<file path="src/rtl/smooth_weighted_round_robin_sequence_unit_macros.svh">
// Assertion macros shared by the sequence unit RTL.
// Both expect signals clk and rst in the scope where they are used.
`ifndef SMOOTH_WEIGHTED_ROUND_ROBIN_SEQUENCE_UNIT_MACROS_SVH
`define SMOOTH_WEIGHTED_ROUND_ROBIN_SEQUENCE_UNIT_MACROS_SVH

// same-cycle implication
`define SWRR_ASSERT_IMPLY(lbl, ante, cons) \
  lbl: assert property (@(posedge clk) disable iff (rst) (ante) |-> (cons)) \
    else $error("swrr check failed");

// next-cycle implication
`define SWRR_ASSERT_NEXT(lbl, ante, cons) \
  lbl: assert property (@(posedge clk) disable iff (rst) (ante) |=> (cons)) \
    else $error("swrr check failed");

`endif

</file>
<file path="src/rtl/swrr_pkg.sv">
// Shared constants and types for the smooth weighted round robin sequence unit.
// No dependencies.
package swrr_pkg;

  localparam logic CMD_BUILD  = 1'b0;
  localparam logic CMD_LOOKUP = 1'b1;

  localparam int CFG_IDX_W = 3;
  localparam logic [CFG_IDX_W-1:0] REG_COUNT   = 3'd0;
  localparam logic [CFG_IDX_W-1:0] REG_IDS     = 3'd1;
  localparam logic [CFG_IDX_W-1:0] REG_WEIGHTS = 3'd2;
  localparam logic [CFG_IDX_W-1:0] REG_WCOUNT  = 3'd3;

  localparam int CFG_W     = 64;
  localparam int CFG_CNT_W = 4;
  localparam int IDS_W     = 40;
  localparam int ID_W      = 5;
  localparam int WEIGHT_W  = 8;
  localparam int LAYER_W   = 18;
  localparam int LEN_W     = 7;
  // eight weights of 255 at most
  localparam int SUM_W     = 11;
  // divisor holds twice a weight total
  localparam int DVS_W     = SUM_W + 1;

  typedef struct packed {
    logic busy;
    logic done;
  } div_stat_t;

endpackage

</file>
<file path="src/rtl/swrr_div.sv">
// Restoring divider, one quotient bit per cycle, for the sequence unit.
// Depends on swrr_pkg.
module swrr_div #(
  parameter int DVD_W = 18
) (
  input  logic                       clk,
  input  logic                       rst,
  input  logic                       start,
  input  logic [DVD_W-1:0]           dividend,
  input  logic [swrr_pkg::DVS_W-1:0] divisor,
  output swrr_pkg::div_stat_t        stat,
  output logic [DVD_W-1:0]           quotient,
  output logic [swrr_pkg::DVS_W-1:0] remainder
);

  localparam int CW = $clog2(DVD_W + 1);

  logic                       busy;
  logic                       done;
  logic [CW-1:0]              cnt;
  logic [DVD_W-1:0]           quot;
  logic [swrr_pkg::DVS_W-1:0] rem;
  logic [swrr_pkg::DVS_W-1:0] dvs;
  logic [swrr_pkg::DVS_W:0]   shifted;
  logic [swrr_pkg::DVS_W:0]   diff;

  assign shifted = {rem, quot[DVD_W-1]};
  assign diff    = shifted - {1'b0, dvs};

  always_ff @(posedge clk) begin
    if (rst) begin
      busy <= 1'b0;
      done <= 1'b0;
      cnt  <= '0;
    end else begin
      done <= 1'b0;
      if (start) begin
        busy <= 1'b1;
        cnt  <= CW'(DVD_W);
      end else if (busy) begin
        cnt <= cnt - 1'b1;
        if (cnt == CW'(1)) begin
          busy <= 1'b0;
          done <= 1'b1;
        end
      end
    end
  end

  always_ff @(posedge clk) begin
    if (start) begin
      quot <= dividend;
      rem  <= '0;
      dvs  <= divisor;
    end else if (busy) begin
      if (!diff[swrr_pkg::DVS_W]) begin
        rem  <= diff[swrr_pkg::DVS_W-1:0];
        quot <= {quot[DVD_W-2:0], 1'b1};
      end else begin
        rem  <= shifted[swrr_pkg::DVS_W-1:0];
        quot <= {quot[DVD_W-2:0], 1'b0};
      end
    end
  end

  assign stat.busy = busy;
  assign stat.done = done;
  assign quotient  = quot;
  assign remainder = rem;

endmodule

</file>
<file path="src/rtl/smooth_weighted_round_robin_sequence_unit.sv">
// Smooth weighted round robin sequence unit: build and lookup sequencer.
// Depends on swrr_pkg, swrr_div and smooth_weighted_round_robin_sequence_unit_macros.svh.
//
// One item at a time: start is taken while busy is low, and done marks the result for
// exactly one cycle; the receiver cannot stall, so capture it then. A lookup forms
// the layer remainder with the bit-serial divider, then reads the sequence entry; a
// lookup on an empty sequence raises done in the cycle after start. A build loads the
// weights, rescales them when their total exceeds MAX_CYCLE (one division per nonzero
// weight), then forms each sequence entry by scanning the n components, n being the
// component count; one shared adder and comparator walks the debts.
// Configure only while idle; cfg_ready is low while busy or while start is raised. A
// lookup before any build reports an empty sequence.
module smooth_weighted_round_robin_sequence_unit #(
  parameter int MAX_CYCLE      = 64,
  parameter int MAX_COMPONENTS = 8,
  parameter int SEQ_DEPTH      = 128
) (
  input  logic                                 clk,
  input  logic                                 rst,
  input  logic                                 start,
  output logic                                 busy,
  input  logic                                 command,
  input  logic signed [swrr_pkg::LAYER_W-1:0]  layer_num,
  output logic                                 done,
  output logic [swrr_pkg::ID_W-1:0]            component_id,
  output logic [swrr_pkg::LEN_W-1:0]           sequence_length,
  output logic                                 sequence_empty,
  input  logic                                 cfg_valid,
  output logic                                 cfg_ready,
  input  logic [swrr_pkg::CFG_IDX_W-1:0]       cfg_index,
  input  logic [swrr_pkg::CFG_W-1:0]           cfg_data
);

  `include "smooth_weighted_round_robin_sequence_unit_macros.svh"

  localparam int CW      = $clog2(MAX_COMPONENTS);
  localparam int CNT_W   = $clog2(MAX_COMPONENTS + 1);
  localparam int SEQ_W   = $clog2(SEQ_DEPTH + 1);
  localparam int AW      = $clog2(SEQ_DEPTH);
  localparam int NUM_MAX = 2 * 255 * MAX_CYCLE + 2040;
  localparam int NUM_W   = $clog2(NUM_MAX + 1);
  localparam int DVD_W   = (NUM_W > swrr_pkg::LAYER_W) ? NUM_W : swrr_pkg::LAYER_W;
  localparam int DEBT_W  = swrr_pkg::SUM_W + SEQ_W + 2;
  localparam int SUM_W   = swrr_pkg::SUM_W;
  localparam int DVS_W   = swrr_pkg::DVS_W;
  localparam int WEIGHT_W = swrr_pkg::WEIGHT_W;
  localparam int ID_W    = swrr_pkg::ID_W;

  localparam logic [3:0] S_IDLE   = 4'd0;
  localparam logic [3:0] S_LOAD   = 4'd1;
  localparam logic [3:0] S_FIX    = 4'd2;
  localparam logic [3:0] S_SCALE  = 4'd3;
  localparam logic [3:0] S_SWAIT  = 4'd4;
  localparam logic [3:0] S_SCAN   = 4'd5;
  localparam logic [3:0] S_UPDATE = 4'd6;
  localparam logic [3:0] S_LDIV   = 4'd7;
  localparam logic [3:0] S_LOUT   = 4'd8;

  logic [3:0]                       state;
  logic [swrr_pkg::CFG_CNT_W-1:0]   cfg_count;
  logic [swrr_pkg::IDS_W-1:0]       cfg_ids;
  logic [swrr_pkg::CFG_W-1:0]       cfg_weights;
  logic [swrr_pkg::CFG_CNT_W-1:0]   cfg_wcount;

  logic [SEQ_W-1:0]                 seq_total;
  logic [CNT_W-1:0]                 ncomp;
  logic [CNT_W-1:0]                 idx;
  logic [SUM_W-1:0]                 wsum;
  logic [SUM_W-1:0]                 nsum;
  logic                             any_w;
  logic [SEQ_W-1:0]                 step;
  logic [CW-1:0]                    best;
  logic signed [DEBT_W-1:0]         top_debt;
  logic                             lk_neg;
  logic [WEIGHT_W-1:0]              weight [MAX_COMPONENTS];
  logic signed [DEBT_W-1:0]         debt   [MAX_COMPONENTS];

  logic [ID_W-1:0]                  seq_mem [SEQ_DEPTH];
  logic [ID_W-1:0]                  rd_data;
  logic [AW-1:0]                    rd_addr;
  logic                             mem_we;
  logic [ID_W-1:0]                  mem_wdata;

  logic [CW-1:0]                    ci;
  logic [CNT_W-1:0]                 n_calc;
  logic [WEIGHT_W-1:0]              w_load;
  logic [WEIGHT_W-1:0]              w_cur;
  logic [WEIGHT_W-1:0]              w_scaled;
  logic [SUM_W-1:0]                 sum_eff;
  logic signed [DEBT_W-1:0]         debt_sum;
  logic signed [DEBT_W-1:0]         total_s;
  logic [SEQ_W-1:0]                 step_inc;
  logic [swrr_pkg::LAYER_W-1:0]     layer_raw;
  logic [swrr_pkg::LAYER_W-1:0]     layer_mag;
  logic [DVD_W-1:0]                 scale_num;
  logic [DVS_W-1:0]                 lk_pos;

  logic                             div_start;
  logic [DVD_W-1:0]                 div_dividend;
  logic [DVS_W-1:0]                 div_divisor;
  swrr_pkg::div_stat_t              div_stat;
  logic [DVD_W-1:0]                 div_quot;
  logic [DVS_W-1:0]                 div_rem;

  function automatic logic [SEQ_W-1:0] clamp_total(input logic [SUM_W-1:0] v);
    if (v > SUM_W'(SEQ_DEPTH)) begin
      return SEQ_W'(SEQ_DEPTH);
    end
    return SEQ_W'(v);
  endfunction

  assign ci       = idx[CW-1:0];
  assign n_calc   = (cfg_count > swrr_pkg::CFG_CNT_W'(MAX_COMPONENTS)) ?
                    CNT_W'(MAX_COMPONENTS) : CNT_W'(cfg_count);
  assign w_load   = (swrr_pkg::CFG_CNT_W'(idx) < cfg_wcount) ?
                    cfg_weights[ci*WEIGHT_W +: WEIGHT_W] : WEIGHT_W'(1);
  assign w_cur    = weight[ci];
  assign w_scaled = (div_quot == '0) ? WEIGHT_W'(1) : div_quot[WEIGHT_W-1:0];
  assign sum_eff  = any_w ? wsum : SUM_W'(ncomp);
  assign debt_sum = debt[ci] + $signed(DEBT_W'(w_cur));
  assign total_s  = $signed(DEBT_W'(seq_total));
  assign step_inc = step + 1'b1;

  // magnitude of the layer; the most negative value maps to itself as unsigned
  assign layer_raw = layer_num;
  assign layer_mag = layer_raw[swrr_pkg::LAYER_W-1] ? (~layer_raw + 1'b1) : layer_raw;
  assign scale_num = DVD_W'(w_cur) * DVD_W'(2 * MAX_CYCLE) + DVD_W'(wsum);

  assign div_start = (state == S_IDLE && start && command == swrr_pkg::CMD_LOOKUP &&
                      seq_total != '0) ||
                     (state == S_SCALE && idx != ncomp && w_cur != '0);
  assign div_dividend = (state == S_IDLE) ? DVD_W'(layer_mag) : scale_num;
  assign div_divisor  = (state == S_IDLE) ? DVS_W'(seq_total) : {wsum, 1'b0};

  // truncated remainder, folded to the nonnegative one
  assign lk_pos  = (lk_neg && div_rem != '0) ? DVS_W'(seq_total) - div_rem : div_rem;
  assign rd_addr = lk_pos[AW-1:0];

  assign mem_we    = (state == S_UPDATE);
  assign mem_wdata = cfg_ids[best*ID_W +: ID_W];

  swrr_div #(
    .DVD_W(DVD_W)
  ) u_div (
    .clk      (clk),
    .rst      (rst),
    .start    (div_start),
    .dividend (div_dividend),
    .divisor  (div_divisor),
    .stat     (div_stat),
    .quotient (div_quot),
    .remainder(div_rem)
  );

  always_ff @(posedge clk) begin
    if (mem_we) begin
      seq_mem[step[AW-1:0]] <= mem_wdata;
    end
    rd_data <= seq_mem[rd_addr];
  end

  always_ff @(posedge clk) begin
    if (rst) begin
      state        <= S_IDLE;
      done         <= 1'b0;
      seq_total    <= '0;
      component_id <= '0;
      cfg_count    <= '0;
      cfg_ids      <= '0;
      cfg_weights  <= '0;
      cfg_wcount   <= '0;
    end else begin
      done <= 1'b0;
      if (cfg_valid && cfg_ready) begin
        case (cfg_index)
          swrr_pkg::REG_COUNT:   cfg_count   <= cfg_data[swrr_pkg::CFG_CNT_W-1:0];
          swrr_pkg::REG_IDS:     cfg_ids     <= cfg_data[swrr_pkg::IDS_W-1:0];
          swrr_pkg::REG_WEIGHTS: cfg_weights <= cfg_data;
          swrr_pkg::REG_WCOUNT:  cfg_wcount  <= cfg_data[swrr_pkg::CFG_CNT_W-1:0];
          default: ;
        endcase
      end

      case (state)
        S_IDLE: begin
          if (start) begin
            if (command == swrr_pkg::CMD_BUILD) begin
              for (int i = 0; i < MAX_COMPONENTS; i++) begin
                weight[i] <= '0;
                debt[i]   <= '0;
              end
              ncomp <= n_calc;
              idx   <= '0;
              wsum  <= '0;
              any_w <= 1'b0;
              if (n_calc == '0) begin
                seq_total    <= '0;
                component_id <= '0;
                done         <= 1'b1;
              end else begin
                state <= S_LOAD;
              end
            end else if (seq_total == '0) begin
              component_id <= '0;
              done         <= 1'b1;
            end else begin
              lk_neg <= layer_raw[swrr_pkg::LAYER_W-1];
              state  <= S_LDIV;
            end
          end
        end
        S_LOAD: begin
          weight[ci] <= w_load;
          wsum       <= wsum + SUM_W'(w_load);
          if (w_load != '0) begin
            any_w <= 1'b1;
          end
          if (idx == ncomp - 1'b1) begin
            state <= S_FIX;
          end else begin
            idx <= idx + 1'b1;
          end
        end
        S_FIX: begin
          // all weights zero: every component weighs one
          if (!any_w) begin
            for (int i = 0; i < MAX_COMPONENTS; i++) begin
              weight[i] <= (i < ncomp) ? WEIGHT_W'(1) : '0;
            end
          end
          wsum <= sum_eff;
          nsum <= '0;
          idx  <= '0;
          step <= '0;
          if (sum_eff > SUM_W'(MAX_CYCLE)) begin
            state <= S_SCALE;
          end else begin
            seq_total <= clamp_total(sum_eff);
            state     <= S_SCAN;
          end
        end
        S_SCALE: begin
          if (idx == ncomp) begin
            seq_total <= clamp_total(nsum);
            idx       <= '0;
            state     <= S_SCAN;
          end else if (w_cur == '0) begin
            idx <= idx + 1'b1;
          end else begin
            state <= S_SWAIT;
          end
        end
        S_SWAIT: begin
          if (div_stat.done) begin
            weight[ci] <= w_scaled;
            nsum       <= nsum + SUM_W'(w_scaled);
            idx        <= idx + 1'b1;
            state      <= S_SCALE;
          end
        end
        S_SCAN: begin
          debt[ci] <= debt_sum;
          // strict compare keeps the lower index on ties
          if (idx == '0 || debt_sum > top_debt) begin
            top_debt <= debt_sum;
            best     <= ci;
          end
          if (idx == ncomp - 1'b1) begin
            state <= S_UPDATE;
          end else begin
            idx <= idx + 1'b1;
          end
        end
        S_UPDATE: begin
          debt[best] <= top_debt - total_s;
          step       <= step_inc;
          idx        <= '0;
          if (step_inc == seq_total) begin
            component_id <= '0;
            done         <= 1'b1;
            state        <= S_IDLE;
          end else begin
            state <= S_SCAN;
          end
        end
        S_LDIV: begin
          if (div_stat.done) begin
            state <= S_LOUT;
          end
        end
        S_LOUT: begin
          component_id <= rd_data;
          done         <= 1'b1;
          state        <= S_IDLE;
        end
        default: state <= S_IDLE;
      endcase
    end
  end

  assign busy            = (state != S_IDLE);
  // no register write while an item is taken or in flight
  assign cfg_ready       = (state == S_IDLE) && !start;
  assign sequence_length = seq_total[swrr_pkg::LEN_W-1:0];
  assign sequence_empty  = (seq_total == '0);

  `SWRR_ASSERT_IMPLY(a_div_owner, div_stat.busy || div_stat.done, state == S_SWAIT || state == S_LDIV)
  `SWRR_ASSERT_IMPLY(a_done_idle, done, !busy)
  `SWRR_ASSERT_IMPLY(a_total_bound, 1'b1, seq_total <= SEQ_W'(SEQ_DEPTH))
  `SWRR_ASSERT_IMPLY(a_lookup_addr, state == S_LDIV && div_stat.done, lk_pos < DVS_W'(seq_total))
  `SWRR_ASSERT_NEXT(a_accept_acts, start && !busy, busy || done)

endmodule
</file>
<file path="config.mk">
export PLATFORM = sky130hd
export DESIGN_NAME = smooth_weighted_round_robin_sequence_unit
export DESIGN_NICKNAME = d
export VERILOG_FILES = /design/src/rtl/swrr_pkg.sv /design/src/rtl/swrr_div.sv /design/src/rtl/smooth_weighted_round_robin_sequence_unit.sv
export VERILOG_INCLUDE_DIRS = /design/src /design/src/rtl
export SDC_FILE = /design/constraint.sdc
export NUM_CORES = 2
export LEC_CHECK = 0
export BUFFER_PORTS_ARGS = -buffer_cell sky130_fd_sc_hd__clkbuf_2
export CORE_MARGIN = 5
export CORE_UTILIZATION = 50
export CTS_CLUSTER_SIZE = 25
export DETAILED_ROUTE_END_ITERATION = 8
export HOLD_SLACK_MARGIN = 0.02
export PLACE_DENSITY = 0.66
export SLEW_MARGIN = 25
export SYNTH_ARGS = -nofsm -noshare
export SYNTH_HDL_FRONTEND = slang
export SYNTH_HIERARCHICAL = 1
export SYNTH_SLANG_ARGS = --single-unit
</file>
<file path="constraint.sdc">
create_clock -name clk -period 20.8 [get_ports clk]
set_clock_uncertainty 0.1 [all_clocks]
set_input_delay 2.08 -clock clk [delete_from_list [all_inputs] [get_ports clk]]
set_output_delay 2.08 -clock clk [all_outputs]
set_load 0.01 [all_outputs]
</file>
== After elaboration in Yosys (flattened, before gate mapping) ==
Memories as Yosys holds them, arrays and structs flattened. A register that Yosys moved wholly into a read port is not among the register bits.
Cells that the tools add are included.
Storage, ports and cells
  bits in writable memories: 872
  bits in registers: 243
  memories kept: 3
  logic and storage cells: 288
  input port bits: 90
  output and inout port bits: 16
Operators by class
  reduce and logical (&&, ||, !) cells: 53
  $add $sub $neg: 12
  bitwise logic cells: 14
  eq/ne operators: 34
  multiplexer cells: 129
  $lt $le $gt $ge: 14
  shift-type cells: 2
  multipliers: 1
Memory list
  seq_mem: words 128, width 5, read ports 1, clocked after memory_dff 1, wr ports 1, line smooth_weighted_round_robin_sequence_unit.sv:78  | logic [ID_W-1:0] seq_mem [SEQ_DEPTH];
  debt: words 8, width 21, read ports 1, clocked after memory_dff 1, wr ports 8, line smooth_weighted_round_robin_sequence_unit.sv:76  | logic signed [DEBT_W-1:0] debt [MAX_COMPONENTS];
  weight: words 8, width 8, read ports 1, clocked after memory_dff 1, wr ports 8, line smooth_weighted_round_robin_sequence_unit.sv:75  | logic [WEIGHT_W-1:0] weight [MAX_COMPONENTS];
Operators with widths (count)
  $mux W8: 22
  $mux W18: 4
  $mux W4: 17
  $shiftx A64 B7 Y8: 1
  $mux W1: 55
  $mux W11: 4
  $mux W21: 2
  $reduce_or A21 Y1: 2
  $shiftx A40 B7 Y5: 1
  $mux W5: 7
  $pmux W11 S3: 1
  $pmux W4 S8: 1
  $pmux W8 S3: 1
  $reduce_bool A8 Y1: 3
  $add A11 B8 Y11: 2
  $gt A11 B8 Y1 const B: 2
  $pmux W11 S2: 1
  $add A21 B9 Y21: 1
  $gt A21 B21 Y1: 1
  $mux W3: 7
  $sub A21 B9 Y21: 1
  $pmux W4 S5: 1
  $add A18 B1 Y18 const B: 1
  $logic_not A18 Y1: 1
  other kinds (59): 120

== Logic depth before layout (Yosys ltp) ==
  word-level depth: 9
  gate-level depth with buffers: 26
  mapped depth without buffers: 21

== Cells and area by module ==
The synthesis kept the hierarchy.
By module, submodules not included
  smooth_weighted_round_robin_sequence_unit: area an instance 48662.9 um2, cells each 4121, sequential area each 30869.6 um2, times used 1
  swrr_div: area an instance 2736.4 um2, cells each 262, sequential area each 1281.2 um2, times used 1

== Worst setup path before layout ==
Ideal clock, no wire load.
  kind: flip-flop to flip-flop
  from: reg (tool-made name)
  to: reg best[0] (enable)
  clock period less this slack: 7.502 ns
  buffers on the path: 6
  data required time: 20.262 ns
  arrival time: 6.964 ns
  library setup time: 0.438 ns
  path slack: 13.298 ns
  stages on the path, launching flop included: 27
  path through: dfxtp_1 -> buf_4 -> buf_8 -> buf_6 -> buf_2 -> buf_4 -> buf_2 -> mux4_2 -> mux2_2 -> ha_1 -> a21o_1 -> a21o_1 -> a2111oi_0 -> o21bai_1 -> a21oi_1 -> nor2_1 -> xor2_1 -> inv_1 -> ha_1 -> nand4_1 -> nor2_1 -> o21ai_0 -> a21oi_1 -> a2111oi_0 -> o21ai_0 -> a221oi_1 -> o21ai_0
RTL lines
  to (signal assigned): line smooth_weighted_round_robin_sequence_unit.sv:266  | best <= ci;
  to (decl): line smooth_weighted_round_robin_sequence_unit.sv:72  | logic [CW-1:0] best;

==> flow_summary.toml <==
[min_path]
hp-class = "reg2reg"
min_path_cells = 2
hold-path-endpoint = "cfg_ids[38]"
origin_of_the_worst_min_delay_path = "cfg_ids[38]"

[critical_path]
cp_max_fo = 46
cp-start-kind = "register"
path_class = "reg2reg"
required_ps = 21150
arrival_ps = 7360
r2r_cells = 21
worst_r2r_endpoint = "top_debt[0]"
worst-r2r-setup-slack_ps = 13800
critical_path.endpoint_type = "register"

[timing]
rsz0062_at_grt = "false"
slew_violations = 0
slew_headroom = 0.229
fin_crit_ps = 7000
min_period_over_period = 0.337
setup_viol_count_final = 0
finalHoldViolCount = 0
worstMarginPinSlew_ps = 1130
fin_tns_setup_ps = 0
maxClockFrequency_mhz = 143

[clocking]
worst_skew_pair.late_latency_ps = 730
numCtsBuffers = 113
cts_repair_resize_count = 0
clock-sinks = 1123
post-cts-setup-buffers = 0
clkSlewWorstSetupHoldPaths_ps = 60
ctsHoldBuffers = 0
clock-root-buffer = "sky130_fd_sc_hd__clkbuf_16"
cts-root-to-sink-buffers = 3
ctsHtreeMaxLevel = 3
tritoncts = "done"

[floorplan]
starting_density_of_the_core = 0.504
core_um2 = 102000
floorplan.die.height_um = 331
design.die.area_um2 = 109000
placement_rows = 117
pin_count = 106
chipWidth_um = 331

[placed_design]
placed_cells_incl_taps = 5652
detailedPlacementHpwl_um = 93000
gp_routability_congestion = 0.890
port_buffers = 105

[synth]
synth_area_um2 = 51400
yosysWarnings = 6
syn_nets = 4567
synthesis.area_per_instance_um2 = 11.7
post_synthesis_cells = 4382

[global_routing]
pin_count_of_the_biggest_net_entering_global_routing = 150
aggregate_global_routing_overflow = 0
grt_pass1_vias = 34517
grt_antenna_before_repair = 3
grt_pass1_wl_um = 218000
groute.usage.overall = 0.264

[cells_and_area]
most_common_cell_after_layout_fill_and_taps_aside = "sky130_fd_sc_hd__edfxtp_1"
final_net_count = 4584
area_delta_synth_final_pct = 10.7
layout.cells.most_common_list = "966 x sky130_fd_sc_hd__edfxtp_1, 770 x sky130_fd_sc_hd__nand2_1, 479 x sky130_fd_sc_hd__nor2_1"
layout-drive-gt1-share = 0.116
finalNonFillerCells = 5862

[route]
avgRoutedWirePerCell_um = 24.9
dr.pass1.iters = 6
num_vias = 35829
detail_route.wirelength_um = 146000
drt.antenna.violating_nets = 0
iteration_0_drc_count_of_the_detailed_router = 4571
via_per_inst = 6.11
drc = 0

[power]
power-per-cell-area_nw_per_um2 = 153
vdd_drop_max_mv = 0.210
power.static_leakage_nw = 19.4

[flow_run]
maximum_capacitance_violations = 0

[run_status]
status = "finished clean"
-- metal layers --
layer	GRT usage	vias to the layer above	wire, um
li1	-	16110	-
met1	0.362	17588	58100
met2	0.428	1820	68900
met3	0.0497	305	14000
met4	0.0913	6	5180
met5	0	-	37
-- worst max-delay path: stages, from the launching register on --
cell and delay [ps]:
sky130_fd_sc_hd__dfxtp_4 510, sky130_fd_sc_hd__buf_4 750, sky130_fd_sc_hd__mux4_2 600, sky130_fd_sc_hd__mux2_2 320
sky130_fd_sc_hd__ha_1 280, sky130_fd_sc_hd__a21o_1 150, sky130_fd_sc_hd__a21o_1 210, sky130_fd_sc_hd__a2111oi_0 520
sky130_fd_sc_hd__o21bai_1 170, sky130_fd_sc_hd__a21oi_1 670, sky130_fd_sc_hd__nor2_1 130, sky130_fd_sc_hd__xnor2_1 300
sky130_fd_sc_hd__ha_1 300, sky130_fd_sc_hd__nand4_1 120, sky130_fd_sc_hd__nor2_1 80, sky130_fd_sc_hd__o21ai_0 70
sky130_fd_sc_hd__a21oi_1 70, sky130_fd_sc_hd__a2111oi_0 350, sky130_fd_sc_hd__o21ai_0 140, sky130_fd_sc_hd__a221oi_1 390
sky130_fd_sc_hd__o21ai_2 170, sky130_fd_sc_hd__buf_4 260
-- report_power, final --
group	total, W	internal (W)	switching, W
combinational	0.00387	0.00127	0.00260
clock	0.00205	0.00116	0.000890
sequential	0.00281	0.00263	0.000179
total	0.00873	0.00506	0.00367
-- final cells by class --
class / count / area (um^2)
fillers: 8542 / 45000
flip-flops and latches: 1123 / 32200
multi-input cells: 2886 / 17900
clock buffers: 142 / 3070
well taps: 1368 / 1710
repair buffers: 172 / 1060
clock inverters: 67 / 656
inverters: 103 / 387
diodes: 1 / 2.50
-- how the worst max path moves through the flow --
stage	slack, ps	endpoint	depth (start not counted)
floorplan	13300	best[0]	26
global placement	13940	best[0]	22
detailed placement	13770	best[0]	21
CTS	13770	top_debt[1]	21
global route	13410	top_debt[2]	21
finish	13800	top_debt[0]	21
-- through the flow --
step / total power, W / hold slack (ps) / area [um^2] / setup WS [ps] / utilization
final: 0.00873 / 353 / 56900 / 13800 / 0.559
after global routing: 0.00914 / 365 / 56900 / 13410 / 0.559
after CTS: 0.00868 / 353 / 56900 / 13770 / 0.558
after detailed placement: 0.00665 / 343 / 53200 / 13770 / 0.522
after global placement: 0.00660 / 339 / 53200 / 13940 / 0.522
after floorplan: 0.00536 / 332 / 51400 / 13300 / -
-- state kept, by name (all words and copies together) (netlist names), 8 cells and up, named ones only --
name and count:
step 8, debt 168, seq_mem 640, wsum 11
top_debt 21, cfg_weights 64, weight 64, u_div/quotient 18
cfg_ids 40, u_div/remainder 12, nsum 11, seq_total 8
u_div/dvs 12
Power figures use the tool's default switching activity.
